--- src/rtl/core/bgtr_pkg.sv ---
// Shared types, constants and codes for the bitmap glyph text renderer.
package bgtr_pkg;

  localparam int FONT_STORE_BYTES_DEF = 8192;
  localparam int GLYPH_ROWS_DEF       = 16;

  localparam int FONT_W      = 8;
  localparam int FONT_ADDR_W = 13;
  localparam int CHAR_W      = 8;
  localparam int COLOR_W     = 32;
  localparam int ADDR_OUT_W  = 33;
  localparam int FB_W        = 32;
  localparam int PITCH_W     = 15;
  localparam int GBYTES_W    = 6;
  localparam int LAST_COL_W  = 12;
  localparam int LAST_ROW_W  = 11;
  localparam int COL_W       = 11;
  localparam int ROW_W       = 10;
  localparam int GBASE_W     = CHAR_W + GBYTES_W;
  localparam int GSUM_W      = GBASE_W + 1;
  localparam int OFS_W       = 34;
  localparam int APB_AW      = 5;
  localparam int APB_DW      = 32;

  localparam logic OP_LOAD  = 1'b0;
  localparam logic OP_PRINT = 1'b1;

  localparam logic [2:0] REG_FB_BASE     = 3'd0;
  localparam logic [2:0] REG_FB_SIZE     = 3'd1;
  localparam logic [2:0] REG_ROW_PITCH   = 3'd2;
  localparam logic [2:0] REG_GLYPH_BYTES = 3'd3;
  localparam logic [2:0] REG_LAST_COL    = 3'd4;
  localparam logic [2:0] REG_LAST_ROW    = 3'd5;

  typedef enum logic [1:0] {
    ST_IDLE,
    ST_START,
    ST_EMIT
  } seq_state_t;

  typedef struct packed {
    logic start;
    logic step;
  } row_ctrl_t;

endpackage

--- src/rtl/core/bgtr_row_unit.sv ---
// Row unit: scan-line offset accumulator, pixel address adder and bounds mask.
module bgtr_row_unit
  import bgtr_pkg::*;
#(
  parameter int YW = 14
) (
  input  logic                  clk,
  input  row_ctrl_t             ctrl,
  input  logic [YW-1:0]         y0,
  input  logic [COL_W-1:0]      col,
  input  logic [PITCH_W-1:0]    row_pitch,
  input  logic [FB_W-1:0]       fb_base,
  input  logic [FB_W-1:0]       fb_size,
  input  logic [FONT_W-1:0]     glyph,
  output logic [ADDR_OUT_W-1:0] pixel_addr,
  output logic [FONT_W-1:0]     pixel_mask
);

  localparam int PROD_W = YW + PITCH_W;

  logic [OFS_W-1:0]  offset_r;
  logic [OFS_W-1:0]  offset_nxt;
  logic [PROD_W-1:0] prod;
  logic [OFS_W-1:0]  base_px;
  logic [OFS_W-1:0]  pitch4;
  logic [OFS_W:0]    addr_sum;
  logic [FB_W-1:0]   rem;
  logic              in_range;
  logic              rem_hi;

  // start offset in bytes: (col*8 + y0*pitch) * 4
  assign prod    = PROD_W'(y0) * PROD_W'(row_pitch);
  assign base_px = OFS_W'(prod) + OFS_W'({col, 3'b000});
  assign pitch4  = OFS_W'({row_pitch, 2'b00});

  always_comb begin
    offset_nxt = offset_r;
    if (ctrl.start) begin
      offset_nxt = {base_px[OFS_W-3:0], 2'b00};
    end else if (ctrl.step) begin
      offset_nxt = offset_r + pitch4;
    end
  end

  always_ff @(posedge clk) begin
    offset_r <= offset_nxt;
  end

  assign addr_sum   = (OFS_W + 1)'(fb_base) + (OFS_W + 1)'(offset_r);
  assign pixel_addr = addr_sum[ADDR_OUT_W-1:0];

  // pixel c passes when offset + 4c < fb_size
  assign in_range = offset_r < OFS_W'(fb_size);
  assign rem      = fb_size - offset_r[FB_W-1:0];
  assign rem_hi   = |rem[FB_W-1:5];

  always_comb begin
    pixel_mask = '0;
    for (int c = 0; c < FONT_W; c++) begin
      pixel_mask[FONT_W-1-c] = glyph[FONT_W-1-c] && in_range &&
                               (rem_hi || (rem[4:0] > 5'(4 * c)));
    end
  end

endmodule

--- config.mk ---
export PLATFORM = sky130hd
export DESIGN_NAME = bgtr_row_unit
export DESIGN_NICKNAME = d
export VERILOG_FILES = /design/src/rtl/core/bgtr_pkg.sv /design/src/rtl/core/bgtr_row_unit.sv
export SDC_FILE = /design/constraint.sdc
export NUM_CORES = 1
export LEC_CHECK = 0
export BUFFER_PORTS_ARGS = -buffer_cell sky130_fd_sc_hd__buf_2
export CORE_MARGIN = 3
export CORE_UTILIZATION = 45
export CTS_CLUSTER_DIAMETER = 150
export DETAILED_ROUTE_END_ITERATION = 12
export PLACE_DENSITY = 0.62
export SLEW_MARGIN = 15
export SYNTH_ARGS = -nofsm -noshare
export SYNTH_HDL_FRONTEND = slang
export SYNTH_SLANG_ARGS = --single-unit
--- constraint.sdc ---
create_clock -name clk -period 8.7 [get_ports clk]
set_input_delay 1.74 -clock clk [delete_from_list [all_inputs] [get_ports clk]]
set_output_delay 1.74 -clock clk [all_outputs]
set_load 0.005 [all_outputs]
==> flow_summary.yaml <==
run_status:
  status: "finished, final reports clean"
clock_tree:
  clk_pin_slew_ns: 0.05
  cts_resized: 0
  ctsHoldBuffers: 0
  cts_sinks: 32
  clk_latency_ns: 0.28
  cts_root_buffer: "clkbuf_16"
  cts_buffer_depth: 2
  cts_setup_buffers: 0
  cts_buffers: 5
  h-tree-depth: 2
  tritoncts: "built"
synthesis:
  yosys.cell_count.top_type: "inv_1"
  ys_types: 86
  synth_commonest_cells: "inv_1, ha_1, nand2_1"
  synth-seq-cells: 32
  postSynthAreaPerCell_um2: 8.239
  ys_seq_area_frac: 0.06853
  yosysTopAreaCellShare: 0.2413
  synthCells: 1702
  yosys.area.top_type: "fa_1"
  synthFlopType: "edfxtp_1"
  synth_area_leaders: "fa_1, ha_1, inv_1"
  async_reset_ff_frac: 0
  synth_warnings: 0
  syn-cell-area_mm2: 0.01402
  synth_edf_count: 32
  syn-num-nets: 2186
final_layout:
  drive_gt1_frac: 0.1049
  final_cell_count_no_fill: 2197
  largest_reg_flops: 32
  final_nets: 2284
  num_antenna_cells: 0
  regMostFlops: "offset_r"
  reg_top3: "offset_r: 32 flops"
  area_growth_pct: 8.067
grt:
  grt_max_degree: 62
  grt_usage: 0.2298
  grt.busiest_layer: "met2"
  antenna_found_initial: 0
  gr-total-overflow: 0
  grtUsageMet1: 0.3436
  grt_pass1_vias: 12010
  gr-usage-met2: 0.3684
  grt_pass1_wl_mm: 62.48
  use_met3: 0.01036
die:
  die_h_um: 182.5
  die_w_um: 182.5
  num_rows: 64
  core_mm2: 0.03067
  dieArea_mm2: 0.03332
  start_util: 0.4572
  design.portCount: 156
power_and_ir_drop:
  powerDensity_mw_per_mm2: 410.6
  p_leak_nw: 7.673
  ir_drop_v: 0.0002956
timing:
  fin_crit_ns: 8.003
  fin_crit_sh: 0.9199
  tightest_slew_ns: 1.011
  fin_worst_skew_ns: 0.004231
  rsz0062_at_grt: "no"
  final_max_slew_viol_count: 0
  setup_viol: 0
  finalHoldViolCount: 0
  max_freq_mhz: 125.0
  slew_headroom: 0.3261
  tns_ns: 0
critical_path:
  cp-start-kind: "input pin"
  endpoint_kind: "register"
  critPathMaxFanout: 15
  timing_worst_setup_path_type: "in2reg"
  critPathBufInv: 7
  max_stage_delay_ns: 0.54
  crit_family: "adder cells"
  rrSetupSlack_ns: 5.15
  critPathArrivalTime_ns: 8.01
  crit_slowest_cell: "fa_1"
  critical_path_required_ns: 8.70
detailed_routing:
  post_drt_via_cell_ratio: 5.525
  detail-route-antenna-nets: 0
  routed_wirelength_mm: 38.68
  dr.first_iter.drc_count: 769
  drc: 0
  drtPass1Iterations: 6
  num_vias: 12140
  routedWlPerCell_um: 17.61
hold_path:
  hold_path_class: "reg2reg"
place:
  routabilityCongestion: 0.9374
  dp.cells: 2189
  port_buffers: 151
  dp_hpwl_mm: 32.36
run:
  max-cap-violations: 0
==> power breakdown <==
| part | switching, W | total [W] | internal, W |
|---|---|---|---|
| sequential | 0.000128 | 0.000455 | 0.000327 |
| clock | 0.0000639 | 0.000169 | 0.000105 |
| combinational | 0.00320 | 0.00560 | 0.00239 |
| total | 0.00340 | 0.00622 | 0.00283 |
==> metal layers <==
| layer | part of all wire | routed length [um] |
|---|---|---|
| met3 | 0.046 | 1780 |
| met4 | 0.020 | 778 |
| met2 | 0.44 | 17150 |
| met5 | 0 | 0 |
| met1 | 0.49 | 18970 |
==> cell type report <==
class | instances | area (um^2)
sequential | 32 | 960.9
multi-input combinational | 1330 | 11740
clock buffer | 6 | 128.9
tap | 396 | 495.5
fill | 3065 | 15520
timing repair buffer | 154 | 778.2
clock inverter | 2 | 11.26
inverter | 277 | 1040
==> cell usage in the layout, fill, tap and decap left out, drive strengths merged, types with 15 or more instances in the layout <==
master	netlist	layout
a211oi	18	18
a21o	34	34
a21oi	93	93
and2	127	127
buf	17	154
edfxtp	32	32
fa	169	169
ha	200	200
inv	277	277
nand2	174	174
nand2b	15	15
nand3	32	32
nor2	72	72
nor3	26	26
o21a	25	25
o21ai	74	74
or3	15	15
xnor2	59	59
xor2	22	22
==> logic make-up after synthesis <==
group | after synthesis | synth area share
AO/OA/AOI/OAI | 344 | 0.1680
XOR/XNOR | 81 | 0.05059
adder cells (fa/ha/maj) | 369 | 0.4197
buffers and inverters | 340 | 0.09432
flip-flops | 32 | 0.06853
multiplexers | 10 | 0.007139
AND/OR/NAND/NOR | 526 | 0.1917
==> metrics by stage <==
stage | utilization | worst slack [ns] | total power [W] | area, um^2 | hold slack, ns
6_report | 0.4941 | 0.6971 | 0.006222 | 15150 | 0.6962
2_1_floorplan | - | 0.9238 | 0.004693 | 14020 | 0.6124
3_5_place_dp | 0.4895 | 0.4034 | 0.006007 | 15010 | 0.6786
3_3_place_gp | 0.4895 | 0.4695 | 0.005934 | 15010 | 0.6400
4_1_cts | 0.4941 | 0.6996 | 0.006223 | 15150 | 0.6917
5_1_grt | 0.4941 | 0.3713 | 0.007016 | 15150 | 0.7572
==> path summary, 6_finish.rpt <==
kind / startpoint / end / cells past startpoint
setup / recovery: row_pitch[5] / offset_r[27] / 25
hold / removal: offset_r[33] / offset_r[33] / 2
setup reg to reg: offset_r[3] / offset_r[24] / 12
hold reg to reg: offset_r[33] / offset_r[33] / 2
==> worst min-delay path: stages, from the launching register on <==
cell	delay, ns
edfxtp_1	0.37
o21ai_0	0.10
a21oi_1	0.12
(Power assumes the default switching activity.)
